File: src/windowed_min_jump_cost_dp_defines.svh
// ----------------------------------------------------------------------------
// windowed_min_jump_cost_dp_defines.svh
// Assertion macros shared by the windowed minimum jump cost block.
// ----------------------------------------------------------------------------
`ifndef WINDOWED_MIN_JUMP_COST_DP_DEFINES_SVH
`define WINDOWED_MIN_JUMP_COST_DP_DEFINES_SVH

// same-cycle implication, checked on clk with the reset held off
`define WMJC_CHECK(label, ante, cons) \
    label: assert property (@(posedge clk) disable iff (!rst_n) (ante) |-> (cons)) \
        else $error("wmjc check failed");

// next-cycle implication
`define WMJC_CHECK_NEXT(label, ante, cons) \
    label: assert property (@(posedge clk) disable iff (!rst_n) (ante) |=> (cons)) \
        else $error("wmjc next-cycle check failed");

`endif

File: src/wmjc_pkg.sv
// ----------------------------------------------------------------------------
// wmjc_pkg
// Types, constants and helpers for the windowed minimum jump cost block.
// ----------------------------------------------------------------------------
package wmjc_pkg;

    // ring depth (largest jump the hardware can look back)
    localparam int MAX_JUMP = 16;

    localparam int HEIGHT_W = 16;
    localparam int COST_W   = 32;
    localparam int CFG_W    = 5;
    localparam int ENTRY_W  = COST_W + HEIGHT_W;
    localparam int BEST_W   = COST_W + 1;

    localparam int PTR_W = (MAX_JUMP > 1) ? $clog2(MAX_JUMP) : 1;
    localparam int CNT_W = $clog2(MAX_JUMP + 1);
    localparam int WIN_W = (CNT_W > CFG_W) ? CNT_W : CFG_W;

    // configuration bus
    localparam int PADDR_W = 3;
    localparam int PDATA_W = 32;
    localparam logic REG_MAX_JUMP = 1'b0;
    localparam logic [CFG_W-1:0] MAX_JUMP_RST = CFG_W'(2);

    localparam logic [COST_W-1:0] COST_TOP = '1;

    typedef enum logic [1:0] {
        ST_IDLE,
        ST_SCAN,
        ST_WRITE
    } state_t;

    // controls for the shared add/compare unit
    typedef struct packed {
        logic load_zero;  // first item of a run: best = 0
        logic load_max;   // start of a scan: best = all ones
        logic step;       // fold one ring entry into best
    } cmp_ctl_t;

    // ring slot before p, wrapping at the ring depth
    function automatic logic [PTR_W-1:0] prev_slot(input logic [PTR_W-1:0] p);
        logic [PTR_W-1:0] r;
        if (p == '0)
            r = PTR_W'(MAX_JUMP - 1);
        else
            r = p - PTR_W'(1);
        return r;
    endfunction

    // ring slot after p, wrapping at the ring depth
    function automatic logic [PTR_W-1:0] next_slot(input logic [PTR_W-1:0] p);
        logic [PTR_W-1:0] r;
        if (p == PTR_W'(MAX_JUMP - 1))
            r = '0;
        else
            r = p + PTR_W'(1);
        return r;
    endfunction

endpackage

File: src/windowed_min_jump_cost_dp.sv
// ----------------------------------------------------------------------------
// windowed_min_jump_cost_dp
// Least total jump cost per item of a run of heights, with jumps of up to
// max_jump items, each costing the absolute height difference.
// ----------------------------------------------------------------------------
//
//  channel   dir  transaction
//  -------   ---  -----------------------------------------------
//  s_*       in   tdata[15:0] height, tlast ends the run
//  m_*       out  tdata[31:0] cost, tuser saturated, tlast final
//  apb       cfg  0x0: max_jump[4:0]
//
//  After an item is accepted, the sequencer scans the last w ring entries,
//  w = min(max_jump, items seen in the run), then writes the result back;
//  a run's first item skips the scan. The next item is accepted only after
//  that write-back. The ring RAM gives one earlier entry per cycle to
//  the shared add/compare unit. s_tready is high only while the sequencer
//  is idle; a result held by m_tready stalls the write-back step only.
//  Reset clears the sequencer, ring pointer and item count; ring contents
//  need no clearing, since only entries of the current run are read.
//
module windowed_min_jump_cost_dp (
    input  logic                         clk,
    input  logic                         rst_n,
    // input stream
    input  logic                         s_tvalid,
    output logic                         s_tready,
    input  logic [15:0]                  s_tdata,   // [15:0] height
    input  logic                         s_tlast,
    // result stream
    output logic                         m_tvalid,
    input  logic                         m_tready,
    output logic [31:0]                  m_tdata,   // [31:0] cost
    output logic                         m_tuser,   // [0] saturated
    output logic                         m_tlast,
    // configuration
    input  logic                         psel,
    input  logic                         penable,
    input  logic                         pwrite,
    input  logic [wmjc_pkg::PADDR_W-1:0] paddr,
    input  logic [wmjc_pkg::PDATA_W-1:0] pwdata,
    output logic [wmjc_pkg::PDATA_W-1:0] prdata,
    output logic                         pready
);

`include "windowed_min_jump_cost_dp_defines.svh"

    localparam int PTR_W = wmjc_pkg::PTR_W;
    localparam int CNT_W = wmjc_pkg::CNT_W;
    localparam int WIN_W = wmjc_pkg::WIN_W;

    wmjc_pkg::state_t state_reg, state_next;

    logic [wmjc_pkg::CFG_W-1:0]    max_jump_reg;
    logic [PTR_W-1:0]              ptr_reg, ptr_next;
    logic [CNT_W-1:0]              items_seen_reg, items_seen_next;
    logic [PTR_W-1:0]              rd_addr_reg;
    logic [PTR_W-1:0]              rd_addr;
    logic [WIN_W-1:0]              dist_reg, dist_next;
    logic [WIN_W-1:0]              win_reg, win_next;
    logic [wmjc_pkg::HEIGHT_W-1:0] height_reg;
    logic                          last_reg;

    logic                          m_tvalid_reg, m_tvalid_next;
    logic [wmjc_pkg::COST_W-1:0]   m_tdata_reg;
    logic                          m_tuser_reg;
    logic                          m_tlast_reg;

    logic                          accept;
    logic                          out_free;
    logic                          wb;
    logic [WIN_W-1:0]              jump_lim;
    logic [WIN_W-1:0]              mj_ext;
    logic [WIN_W-1:0]              seen_ext;

    wmjc_pkg::cmp_ctl_t            ctl;
    logic [wmjc_pkg::ENTRY_W-1:0]  ram_rdata;
    logic [wmjc_pkg::ENTRY_W-1:0]  ram_wdata;
    logic [wmjc_pkg::COST_W-1:0]   cost;
    logic                          saturated;

    // configuration port
    assign pready = 1'b1;

    always_ff @(posedge clk or negedge rst_n)
    begin
        if (!rst_n)
        begin
            max_jump_reg <= wmjc_pkg::MAX_JUMP_RST;
        end
        else if (psel && penable && pwrite && pready && (paddr[2] == wmjc_pkg::REG_MAX_JUMP))
        begin
            max_jump_reg <= pwdata[wmjc_pkg::CFG_W-1:0];
        end
    end

    always_comb
    begin
        prdata = '0;
        if (paddr[2] == wmjc_pkg::REG_MAX_JUMP)
            prdata = wmjc_pkg::PDATA_W'(max_jump_reg);
    end

    // jump window: max_jump clamped to 1..MAX_JUMP, then to items seen
    always_comb
    begin
        mj_ext   = WIN_W'(max_jump_reg);
        seen_ext = WIN_W'(items_seen_reg);
        if (mj_ext == '0)
            jump_lim = WIN_W'(1);
        else if (mj_ext > WIN_W'(wmjc_pkg::MAX_JUMP))
            jump_lim = WIN_W'(wmjc_pkg::MAX_JUMP);
        else
            jump_lim = mj_ext;
        if (jump_lim > seen_ext)
            jump_lim = seen_ext;
    end

    assign s_tready = (state_reg == wmjc_pkg::ST_IDLE);
    assign accept   = s_tvalid && s_tready;
    assign out_free = !m_tvalid_reg || m_tready;

    // ring read address: one slot further back each cycle outside idle
    assign rd_addr = (state_reg == wmjc_pkg::ST_IDLE) ? wmjc_pkg::prev_slot(ptr_reg)
                                                      : wmjc_pkg::prev_slot(rd_addr_reg);

    // sequencer state register
    always_ff @(posedge clk or negedge rst_n)
    begin
        if (!rst_n)
        begin
            state_reg      <= wmjc_pkg::ST_IDLE;
            ptr_reg        <= '0;
            items_seen_reg <= '0;
            m_tvalid_reg   <= 1'b0;
        end
        else
        begin
            state_reg      <= state_next;
            ptr_reg        <= ptr_next;
            items_seen_reg <= items_seen_next;
            m_tvalid_reg   <= m_tvalid_next;
        end
    end

    // sequencer next state and unit controls
    always_comb
    begin
        state_next      = state_reg;
        ptr_next        = ptr_reg;
        items_seen_next = items_seen_reg;
        dist_next       = dist_reg;
        win_next        = win_reg;
        ctl             = '0;
        wb              = 1'b0;
        m_tvalid_next   = m_tvalid_reg && !m_tready;

        unique case (state_reg)
            wmjc_pkg::ST_IDLE:
            begin
                if (accept)
                begin
                    dist_next = WIN_W'(1);
                    win_next  = jump_lim;
                    if (items_seen_reg == '0)
                    begin
                        ctl.load_zero = 1'b1;
                        state_next    = wmjc_pkg::ST_WRITE;
                    end
                    else
                    begin
                        ctl.load_max = 1'b1;
                        state_next   = wmjc_pkg::ST_SCAN;
                    end
                end
            end
            wmjc_pkg::ST_SCAN:
            begin
                ctl.step = 1'b1;
                if (dist_reg == win_reg)
                    state_next = wmjc_pkg::ST_WRITE;
                else
                    dist_next = dist_reg + WIN_W'(1);
            end
            wmjc_pkg::ST_WRITE:
            begin
                if (out_free)
                begin
                    wb            = 1'b1;
                    m_tvalid_next = 1'b1;
                    state_next    = wmjc_pkg::ST_IDLE;
                    if (last_reg)
                    begin
                        ptr_next        = '0;
                        items_seen_next = '0;
                    end
                    else
                    begin
                        ptr_next = wmjc_pkg::next_slot(ptr_reg);
                        if (items_seen_reg < CNT_W'(wmjc_pkg::MAX_JUMP))
                            items_seen_next = items_seen_reg + CNT_W'(1);
                    end
                end
            end
            default:
            begin
                state_next = wmjc_pkg::ST_IDLE;
            end
        endcase
    end

    // item and scan payload registers
    always_ff @(posedge clk)
    begin
        rd_addr_reg <= rd_addr;
        dist_reg    <= dist_next;
        win_reg     <= win_next;
        if (accept)
        begin
            height_reg <= s_tdata;
            last_reg   <= s_tlast;
        end
        if (wb)
        begin
            m_tdata_reg <= cost;
            m_tuser_reg <= saturated;
            m_tlast_reg <= last_reg;
        end
    end

    assign m_tvalid = m_tvalid_reg;
    assign m_tdata  = m_tdata_reg;
    assign m_tuser  = m_tuser_reg;
    assign m_tlast  = m_tlast_reg;

    // ring of {cost, height}
    assign ram_wdata = {cost, height_reg};

    wmjc_ram #(
        .WIDTH (wmjc_pkg::ENTRY_W),
        .DEPTH (wmjc_pkg::MAX_JUMP)
    ) u_ring (
        .clk   (clk),
        .we    (wb),
        .waddr (ptr_reg),
        .wdata (ram_wdata),
        .raddr (rd_addr),
        .rdata (ram_rdata)
    );

    // shared add/compare unit
    wmjc_cmp u_cmp (
        .clk         (clk),
        .ctl         (ctl),
        .height      (height_reg),
        .prev_height (ram_rdata[wmjc_pkg::HEIGHT_W-1:0]),
        .prev_cost   (ram_rdata[wmjc_pkg::ENTRY_W-1:wmjc_pkg::HEIGHT_W]),
        .cost        (cost),
        .saturated   (saturated)
    );

    // checks
    `WMJC_CHECK(a_sat_flag, m_tvalid, m_tuser == (m_tdata == wmjc_pkg::COST_TOP))
    `WMJC_CHECK_NEXT(a_busy_after_accept, s_tvalid && s_tready, !s_tready)
    `WMJC_CHECK(a_items_bound, 1'b1, items_seen_reg <= CNT_W'(wmjc_pkg::MAX_JUMP))
    `WMJC_CHECK(a_scan_dist, state_reg == wmjc_pkg::ST_SCAN,
                (dist_reg != '0) && (dist_reg <= win_reg))

endmodule

File: src/wmjc_ram.sv
// ----------------------------------------------------------------------------
// wmjc_ram
// Generic single-write, single-read RAM with registered read data.
// ----------------------------------------------------------------------------
module wmjc_ram #(
    parameter int WIDTH = 8,
    parameter int DEPTH = 16
) (
    input  logic                                   clk,
    input  logic                                   we,
    input  logic [((DEPTH > 1) ? $clog2(DEPTH) : 1)-1:0] waddr,
    input  logic [WIDTH-1:0]                       wdata,
    input  logic [((DEPTH > 1) ? $clog2(DEPTH) : 1)-1:0] raddr,
    output logic [WIDTH-1:0]                       rdata
);

    logic [WIDTH-1:0] mem [DEPTH];

    // write port
    always_ff @(posedge clk)
    begin
        if (we)
        begin
            mem[waddr] <= wdata;
        end
    end

    // registered read port
    always_ff @(posedge clk)
    begin
        rdata <= mem[raddr];
    end

endmodule

File: src/wmjc_cmp.sv
// ----------------------------------------------------------------------------
// wmjc_cmp
// Shared add/compare unit: folds one earlier ring entry per cycle into the
// running minimum cost and clamps the result to the cost range.
// ----------------------------------------------------------------------------
module wmjc_cmp (
    input  logic                          clk,
    input  wmjc_pkg::cmp_ctl_t            ctl,
    input  logic [wmjc_pkg::HEIGHT_W-1:0] height,
    input  logic [wmjc_pkg::HEIGHT_W-1:0] prev_height,
    input  logic [wmjc_pkg::COST_W-1:0]   prev_cost,
    output logic [wmjc_pkg::COST_W-1:0]   cost,
    output logic                          saturated
);

    logic [wmjc_pkg::BEST_W-1:0]   best_reg;
    logic [wmjc_pkg::BEST_W-1:0]   best_next;
    logic [wmjc_pkg::HEIGHT_W-1:0] diff;
    logic [wmjc_pkg::BEST_W-1:0]   cand;

    // |h - ph| plus the stored cost, then keep the smaller
    always_comb
    begin
        if (height >= prev_height)
            diff = height - prev_height;
        else
            diff = prev_height - height;
        cand = {1'b0, prev_cost} + wmjc_pkg::BEST_W'(diff);

        best_next = best_reg;
        if (ctl.load_zero)
            best_next = '0;
        else if (ctl.load_max)
            best_next = '1;
        else if (ctl.step && (cand < best_reg))
            best_next = cand;
    end

    always_ff @(posedge clk)
    begin
        best_reg <= best_next;
    end

    // clamp at the top of the cost range
    always_comb
    begin
        if (best_reg >= {1'b0, wmjc_pkg::COST_TOP})
        begin
            cost      = wmjc_pkg::COST_TOP;
            saturated = 1'b1;
        end
        else
        begin
            cost      = best_reg[wmjc_pkg::COST_W-1:0];
            saturated = 1'b0;
        end
    end

endmodule

File: config.mk
export PLATFORM = sky130hd
export DESIGN_NAME = windowed_min_jump_cost_dp
export DESIGN_NICKNAME = d
export VERILOG_FILES = /design/src/wmjc_pkg.sv /design/src/windowed_min_jump_cost_dp.sv /design/src/wmjc_ram.sv /design/src/wmjc_cmp.sv
export VERILOG_INCLUDE_DIRS = /design/src /design/src/src
export SDC_FILE = /design/constraint.sdc
export NUM_CORES = 1
export LEC_CHECK = 0
export BUFFER_PORTS_ARGS = -buffer_cell sky130_fd_sc_hd__buf_2
export CAP_MARGIN = 20
export CORE_MARGIN = 10
export CORE_UTILIZATION = 60
export CTS_CLUSTER_DIAMETER = 150
export DETAILED_ROUTE_END_ITERATION = 8
export PLACE_DENSITY = 0.87
export SKIP_CTS_REPAIR_TIMING = 1
export SYNTH_ARGS = -nofsm -noshare
export SYNTH_HDL_FRONTEND = slang
export SYNTH_SLANG_ARGS = --single-unit
File: constraint.sdc
create_clock -name clk -period 9 [get_ports clk]
set_input_delay 0.9 -clock clk [delete_from_list [all_inputs] [get_ports clk]]
set_output_delay 0.9 -clock clk [all_outputs]
set_load 0.02 [all_outputs]
After elaboration in Yosys (flattened, before gate mapping)
Memories as Yosys holds them, arrays and structs flattened. A register that Yosys moved wholly into a read port is not among the register bits.
Index checks and enable logic that the tools add are counted.
{"block": "op_classes", "add_sub_neg": 8, "bitwise": 1, "eq_ne": 8, "magnitude_cmp": 6, "reduce_logical": 22, "n_mux": 35}
{"op": "$mux 33", "count": 2}
{"op": "$mux 5", "count": 8}
{"op": "$add 32x16->33", "count": 1}
{"op": "$ge 33x32->1 const B", "count": 1}
{"op": "$lt 33x33->1", "count": 1}
{"op": "$mux 32", "count": 1}
{"op": "$sub 16x16->16", "count": 2}
{"op": "$mux 4", "count": 5}
{"op": "$ge 16x16->1", "count": 1}
{"op": "$mux 16", "count": 1}
{"op": "$mux 2", "count": 6}
{"op": "$add 5x1->5 const B", "count": 2}
{"op": "$logic_not 5->1", "count": 2}
{"op": "$mux 1", "count": 10}
{"op": "$pmux 5 s2", "count": 1}
{"op": "$reduce_and 3->1", "count": 3}
{"op": "$logic_not 4->1", "count": 2}
{"op": "$sub 4x1->4 const B", "count": 2}
{"op": "$logic_and 1x1->1", "count": 6}
{"op": "$ne 2x2->1 const B", "count": 3}
{"op": "$pmux 2 s3", "count": 1}
{"op": "$reduce_bool 2->1", "count": 3}
{"op": "$eq 5x5->1", "count": 1}
{"op": "$gt 5x5->1", "count": 1}
{"op": "other kinds (12)", "count": 14}
{"block": "word_totals", "inputBits": 59, "elab_cells": 95, "register_bits": 115, "n_memories": 1, "ram_bits": 768}
{"memory": "u_ring.mem", "depth": 16, "word_bits": 48, "read_ports": 1, "rd_clocked_by_memory_dff": 1, "wr": 1, "line_no": "wmjc_ram.sv:17", "text": "logic [WIDTH-1:0] mem [DEPTH];"}

Depth between registers and ports, before layout
Gate-level depths: netlist of run 1.
{"block": "depth", "depth_word": 7, "mapped_depth": 31, "mapped_depth_nobuf": 29}

Cells and area by module
From an unflattened synthesis of run 1, not the netlist that was laid out.
{"block": "hier_totals", "cells_unflattened": 2152, "hier_area_um2": 38241.7}
{"mod": "wmjc_ram", "instances": 1, "seq_area_each_um2": 24023.0, "area_per_inst_um2": 29691.0, "cells_per_inst": 1242}
{"mod": "wmjc_cmp", "instances": 1, "seq_area_each_um2": 660.6, "area_per_inst_um2": 4989.8, "cells_per_inst": 654}
{"mod": "windowed_min_jump_cost_dp", "instances": 1, "seq_area_each_um2": 2338.5, "area_per_inst_um2": 3560.9, "cells_per_inst": 256}

Worst setup path before layout of run 1
Ideal clock, no wire load.
{"block": "synth_path", "path_kind": "register to register", "from": "register height_reg[0] (netlist bit)", "to": "register u_cmp.best_reg[23] (netlist bit)", "stages_incl_launch_ff": 31, "n_path_buf": 3, "setup_slack_ns": 2.582, "arrival_time_ns": 6.304, "cell_sequence": "edfxtp_1 -> inv_1 -> ha_1 -> inv_1 -> fa_1 -> a21o_1 -> a221oi_2 -> o221a_2 -> a21oi_2 -> o22a_1 -> buf_2 -> o21ai_0 -> xor2_1 -> ha_1 -> and3_1 -> and2_1 -> and3_1 -> a21o_1 -> o31ai_4 -> nor2_1 -> xor2_1 -> ha_1 -> a21o_1 -> a21o_1 -> a21oi_1 -> nand2_1 -> or3_1 -> o21a_1 -> buf_2 -> buf_2 -> o21a_1"}
{"block": "synth_via", "elab_chain_len": 6}
{"item": "start: declaration", "line_no": "windowed_min_jump_cost_dp.sv:61", "text": "logic [wmjc_pkg::HEIGHT_W-1:0] height_reg;"}
{"item": "start signal: assignment", "line_no": "windowed_min_jump_cost_dp.sv:220", "text": "height_reg <= s_tdata;"}
{"item": "$sub 16x16->16, or another cell as far along", "line_no": "wmjc_cmp.sv:27", "text": "diff = prev_height - height;"}
{"item": "$mux 16 *", "line_no": "wmjc_cmp.sv:24", "text": "if (height >= prev_height)"}
{"item": "$add 32x16->33 *", "line_no": "wmjc_cmp.sv:28", "text": "cand = {1'b0, prev_cost} + wmjc_pkg::BEST_W'(diff);"}
{"item": "$lt 33x33->1", "line_no": "wmjc_cmp.sv:35", "text": "else if (ctl.step && (cand < best_reg))"}
{"item": "$logic_and 1x1->1", "line_no": "wmjc_cmp.sv:35"}
{"item": "$reduce_bool 2->1 (no line)"}
{"item": "end signal: assignment", "line_no": "wmjc_cmp.sv:41", "text": "best_reg <= best_next;"}
{"item": "end: declaration", "line_no": "wmjc_cmp.sv:16", "text": "logic [wmjc_pkg::BEST_W-1:0] best_reg;"}
Every way passes the cells marked *; elsewhere a longest branch is shown, timed or not. The select of a mux whose other input is x is not followed.
A chain may end at the register's enable or synchronous reset.

Worst setup path in the final report of run 1
{"block": "layout_path", "from": "register height_reg[0] (netlist bit)", "to": "register u_cmp.best_reg[1] (netlist bit)"}
The elaborated chain is that of the path after synthesis.

==> impl_metrics.json, run 1 <==
{
  "synth-edff-count": 829,
  "synth_top_cell_by_area": "sky130_fd_sc_hd__edfxtp_1",
  "worst_r2r_path_depth": 28,
  "async_reset_ff_share_pct": 1.83,
  "cp_common_cell": "sky130_fd_sc_hd__a21o_1",
  "tot_gr_track_use_pct": 23.8,
  "max_clock_freq_mhz": 125,
  "grt-ovfl-total": 0,
  "cts_sinks": 931,
  "post_synth_most_frequent_cells": "sky130_fd_sc_hd__nand2_1, sky130_fd_sc_hd__edfxtp_1, sky130_fd_sc_hd__nand3_1",
  "endpoint_kind": "register",
  "synthesis.area_um2": 39300,
  "top_signal_layer_used": "met4",
  "final_antenna_net_count": 0,
  "drc": 0,
  "die_area_um2": 76200,
  "drt_pass1_iterations": 8,
  "slew_headroom_pct": 23.4,
  "start_util_pct": 60.8,
  "critical_path.max_fanout": 40,
  "setup_viol": 0,
  "worst_ep_required_time_ps": 9550,
  "critPathKind": "reg2reg",
  "timing.max_cap.violations": 0,
  "clk_transition_reported_paths_ps": 70,
  "number_of_flip_flops_in_the_largest_register": 768,
  "layout_worst_path_cycle_share_pct": 88.7,
  "crit_family": "compound AO/OA/AOI/OAI gates",
  "worst_pin_slew_ps": 1150,
  "buffer_ports.inserted": 70,
  "finish.net_count": 3345,
  "final-hold-violation-count": 0,
  "row_count": 93,
  "met1Wirelength_mm": 35.7,
  "post-route-min-period_ps": 7980,
  "worstSkewPairLatency_ps": 670,
  "rsz_0062_raised_after_global_routing": "false",
  "io_pins": 128,
  "wirelength_mm": 94.8,
  "layout_overhead_on_the_synthesized_area_pct": 9.49,
  "via_count_of_the_first_global_routing_pass": 26045,
  "drt-initial-drc-count": 3907,
  "place.gp.congestion": 0.912,
  "antenna_violations_before_repair": 0,
  "final_cell_count_no_fill": 4119,
  "tritoncts": "built",
  "die-width_um": 276,
  "timing.critical_path.slowest_stage_cell": "sky130_fd_sc_hd__edfxtp_1",
  "synth_seq_cells": 931,
  "arrival_ps": 8530,
  "clockBufferDepth": 3,
  "synth_cells": 3177,
  "yosys_most_used_dff": "sky130_fd_sc_hd__edfxtp_1",
  "placed_cells": 3953,
  "root_driver": "sky130_fd_sc_hd__clkbuf_16",
  "dr_wl_met2_mm": 46.5,
  "grt_first_pass_wirelength_mm": 145,
  "worst_clock_skew_ps": 35.7,
  "tns_ps": 0,
  "diodes": 0,
  "critPathMaxStageDelay_ps": 610,
  "avgSynthCellArea_um2": 12.4,
  "synth_sequential_area_ratio_pct": 68.7,
  "layout-drive-gt1-share_pct": 8.85,
  "outcome": "finished, final reports clean",
  "wire_per_inst_um": 23.0,
  "worstPathBufferInverterCount": 3,
  "design.core.area_um2": 64700,
  "post_drt_via_cell_ratio": 6.42,
  "synth.top_cells.by_area": "sky130_fd_sc_hd__edfxtp_1, sky130_fd_sc_hd__nand2_1, sky130_fd_sc_hd__dfxtp_1, sky130_fd_sc_hd__a311oi_1, sky130_fd_sc_hd__ha_1",
  "die_height_um": 276,
  "cts_made_buffers": 87,
  "worst_setup_path_start_kind": "register",
  "ys_types": 74,
  "min-delay-path-class": "in2async",
  "pin_count_of_the_biggest_net_entering_global_routing": 194,
  "vias": 26453,
  "cts_max_level": 3,
  "cp_num_cells": 28,
  "drv_slew": 0,
  "detailroute.wirelength.met3_mm": 9.84,
  "dpl.hpwl_mm": 48.1,
  "yosys_warnings": 0,
  "synth.top_cell.area_share_pct": 63.3,
  "yosys.cell_count.top_type": "sky130_fd_sc_hd__nand2_1"
}
final cells by class:
type / count / area [µm²]
Sequential cell: 931 / 27000
Fill cell: 4125 / 21600
Multi-Input combinational cell: 1960 / 11100
Clock buffer: 118 / 2330
Tap cell: 855 / 1070
Timing Repair Buffer: 109 / 693
Clock inverter: 46 / 465
Inverter: 100 / 390
metrics by stage:
stage	cell area [µm²]	utilization [%]	setup slack (ps)	hold slack, ps
detailed placement	40200	62.2	1100	526
finish	43100	66.6	1020	150
CTS	43000	66.5	1030	150
global route	43100	66.6	559	175
global placement	40200	62.2	1300	513
floorplan	39400	-	2580	467
cells by family (layout without fill, tap and decap cells):
| group | after synthesis | in the layout | synth area share, % |
|---|---|---|---|
| simple gates | 1306 | 1306 | 14.5 |
| flops | 931 | 931 | 68.7 |
| compound gates | 459 | 459 | 8.50 |
| buf+inv | 312 | 373 | 3.54 |
| fa+ha+maj | 97 | 97 | 3.14 |
| xor+xnor | 52 | 52 | 1.16 |
| mux | 18 | 18 | 0.496 |
| other cells | 2 | 28 | 0.0191 |
cell usage in the layout, fill, tap and decap left out, types with 5 or more instances in the layout:
cell                        count
sky130_fd_sc_hd__nand2_1      837
sky130_fd_sc_hd__edfxtp_1     829
sky130_fd_sc_hd__nand3_1      217
sky130_fd_sc_hd__a311oi_1     159
sky130_fd_sc_hd__and3_1       105
sky130_fd_sc_hd__a21oi_1       97
sky130_fd_sc_hd__inv_1         96
sky130_fd_sc_hd__ha_1          94
sky130_fd_sc_hd__clkbuf_16     88
sky130_fd_sc_hd__dfxtp_1       85
sky130_fd_sc_hd__buf_2         70
sky130_fd_sc_hd__a31oi_1       66
sky130_fd_sc_hd__nor2_1        46
sky130_fd_sc_hd__buf_4         35
sky130_fd_sc_hd__a21o_1        29
sky130_fd_sc_hd__conb_1        28
sky130_fd_sc_hd__clkbuf_1      28
sky130_fd_sc_hd__o21ai_0       27
sky130_fd_sc_hd__xnor2_1       27
sky130_fd_sc_hd__xor2_1        25
sky130_fd_sc_hd__nand4_1       17
sky130_fd_sc_hd__o21a_1        17
sky130_fd_sc_hd__nor3_1        16
sky130_fd_sc_hd__dfrtp_1       16
sky130_fd_sc_hd__nor2b_1       15
sky130_fd_sc_hd__clkinv_2      14
sky130_fd_sc_hd__nand2b_1      13
sky130_fd_sc_hd__clkinv_1      13
sky130_fd_sc_hd__mux2_2        11
sky130_fd_sc_hd__and2_2         8
sky130_fd_sc_hd__a211oi_1       7
sky130_fd_sc_hd__bufinv_16      7
sky130_fd_sc_hd__mux2i_1        6
sky130_fd_sc_hd__o21bai_1       5
path summary, 6_finish.rpt:
check	start	slack, ps	endpoint
setup / recovery	height_reg[0]$_DFFE_PP_	1020	u_cmp.best_reg[1]$_SDFFE_PP0P_
hold / removal	rst_n	150	max_jump_reg[4]$_DFFE_PN0P_
setup reg to reg	height_reg[0]$_DFFE_PP_	1020	u_cmp.best_reg[1]$_SDFFE_PP0P_
hold reg to reg	max_jump_reg[0]$_DFFE_PN0P_	540	max_jump_reg[0]$_DFFE_PN0P_
max in group asynchronous	rst_n	8540	max_jump_reg[1]$_DFFE_PN1P_
min in group clk	s_tlast	420	last_reg$_DFFE_PP_
per-layer routing:
layer,vias to the layer above,global-route usage (%)
met5,-,0
met4,0,9.57
met3,222,4.13
met2,1776,39.4
met1,12865,30.9
li1,11590,-
Power of run 1 is left out: the tool's default activity adds up to more than one toggle a clock period on the data nets, which glitch-free logic cannot reach.
==> run 2, diff against run 1 <==
Settings changed: RECOVER_POWER set to 25.
Clock period 9 ns to 9.2 ns, I/O delays scaled along.
==> impl_metrics.json, run 2 (same netlist as run 1, synthesis figures left out) <==
{
  "ff2ff_setup_slack_ps": 1020,
  "tritoncts": "built",
  "min-delay-path-class": "in2async",
  "timing.critical_path.slowest_stage_cell": "sky130_fd_sc_hd__o22a_1",
  "drt_pass1_iterations": 6,
  "row_count": 93,
  "post-route-min-period_ps": 8180,
  "timing.max_cap.violations": 6,
  "vias": 26263,
  "clk_transition_reported_paths_ps": 60,
  "cp_common_cell": "sky130_fd_sc_hd__ha_1",
  "layout.area.seq_um2": 27000,
  "final-hold-violation-count": 0,
  "die_area_um2": 76200,
  "rsz_0062_raised_after_global_routing": "false",
  "combined_area_of_the_multi_input_logic_cells_um2": 11100,
  "diodes": 0,
  "cts_sinks": 931,
  "cts_made_buffers": 85,
  "fillers": 4178,
  "worst_clock_skew_ps": 21.7,
  "number_of_flip_flops_in_the_largest_register": 768,
  "tns_ps": 0,
  "clockBufferDepth": 3,
  "critPathMaxStageDelay_ps": 830,
  "final_antenna_net_count": 0,
  "layout_worst_path_cycle_share_pct": 88.9,
  "critPathKind": "reg2reg",
  "worst_ep_required_time_ps": 9640,
  "worst_setup_path_start_kind": "register",
  "dpl.hpwl_mm": 47.5,
  "antenna_violations_before_repair": 0,
  "drv_slew": 241,
  "worstSetupStartpoint": "height_reg[7]$_DFFE_PP_",
  "via_count_of_the_first_global_routing_pass": 25638,
  "start_util_pct": 60.8,
  "pin_count_of_the_biggest_net_entering_global_routing": 173,
  "wirelength_mm": 93.4,
  "failed_checks": "capacitance limit, slew limit",
  "grt_first_pass_wirelength_mm": 143,
  "root_driver": "sky130_fd_sc_hd__clkbuf_16",
  "drt-initial-drc-count": 3632,
  "endpoint_kind": "register",
  "layout-drive-gt1-share_pct": 7.39,
  "worst_r2r_path_depth": 28,
  "place.gp.congestion": 0.910,
  "grt-ovfl-total": 0,
  "finish.net_count": 3344,
  "arrival_ps": 8620,
  "wire_per_inst_um": 22.7,
  "post_drt_via_cell_ratio": 6.38,
  "max_clock_freq_mhz": 122,
  "r2r-end": "u_cmp.best_reg[6]$_SDFFE_PP0P_",
  "layout.cells.most_common": "sky130_fd_sc_hd__nand2_1",
  "drc": 0,
  "critical_path.max_fanout": 35,
  "r2r-start": "height_reg[7]$_DFFE_PP_",
  "setup_viol": 0,
  "design.core.area_um2": 64700,
  "layout.cells.most_common_list": "sky130_fd_sc_hd__nand2_1, sky130_fd_sc_hd__edfxtp_1, sky130_fd_sc_hd__nand3_1, sky130_fd_sc_hd__a311oi_1, sky130_fd_sc_hd__and3_1",
  "cts_max_level": 3,
  "outcome": "finished with violations",
  "worst_pin_slew_ps": 4330,
  "tot_gr_track_use_pct": 23.5,
  "worstSkewPairLatency_ps": 660,
  "die-width_um": 276,
  "buffer_ports.inserted": 70,
  "slew_headroom_pct": -189,
  "io_pins": 128,
  "die_height_um": 276,
  "layout_overhead_on_the_synthesized_area_pct": 9.28
}
run 2: final cells by class:
| cell class | instances | area share (%) |
|---|---|---|
| Tap cell | 855 | 2.49 |
| Clock inverter | 45 | 1.12 |
| Inverter | 100 | 0.908 |
| Multi-Input combinational cell | 1960 | 25.8 |
| Timing Repair Buffer | 110 | 1.38 |
| Clock buffer | 114 | 5.47 |
| Sequential cell | 931 | 62.8 |
run 2: how the worst max path moves through the flow:
stage                                      endpoint  slack [ps]  cells after the start
finish               u_cmp.best_reg[6]$_SDFFE_PP0P_        1020                     28
CTS                 u_cmp.best_reg[28]$_SDFFE_PP0P_        1230                     28
global placement    u_cmp.best_reg[26]$_SDFFE_PP0P_        1530                     28
detailed placement   u_cmp.best_reg[1]$_SDFFE_PP0P_        1330                     27
floorplan           u_cmp.best_reg[23]$_SDFFE_PP0P_        2780                     30
global route         u_cmp.best_reg[6]$_SDFFE_PP0P_         460                     28
run 2: layer usage:
metal | part of all wire (%) | global-route usage [%] | vias to the layer above
met5 | 0 | 0 | -
met4 | 3.0 | 10.1 | 0
met3 | 10 | 3.50 | 220
met2 | 49 | 39.0 | 1667
met1 | 38 | 30.4 | 12797
li1 | - | - | 11579
run 2: through the flow:
stage | hold slack (ps) | cells | utilization (%) | instance area [µm²] | setup WS [ps]
after global placement | 512 | 3954 | 62.2 | 40200 | 1530
after CTS | 185 | 4113 | 66.6 | 43100 | 1230
after global routing | 439 | 4115 | 66.5 | 43000 | 462
after detailed placement | 520 | 3954 | 62.2 | 40200 | 1330
after floorplan | 467 | 3203 | - | 39400 | 2780
final | 398 | 4115 | 66.5 | 43000 | 1020
run 2: critical path, delay by kind of cell, from the launching register on:
kind	cells	cell delay (ps)
AOI/OAI and AO/OA	13	3710
xor gates and xnor gates	2	440
adders and majority gates	3	1070
buffers and inverters	3	900
DFF	1	330
muxes	1	310
and+or+nand+nor	6	1170
Power of run 2 is left out for the same reason.
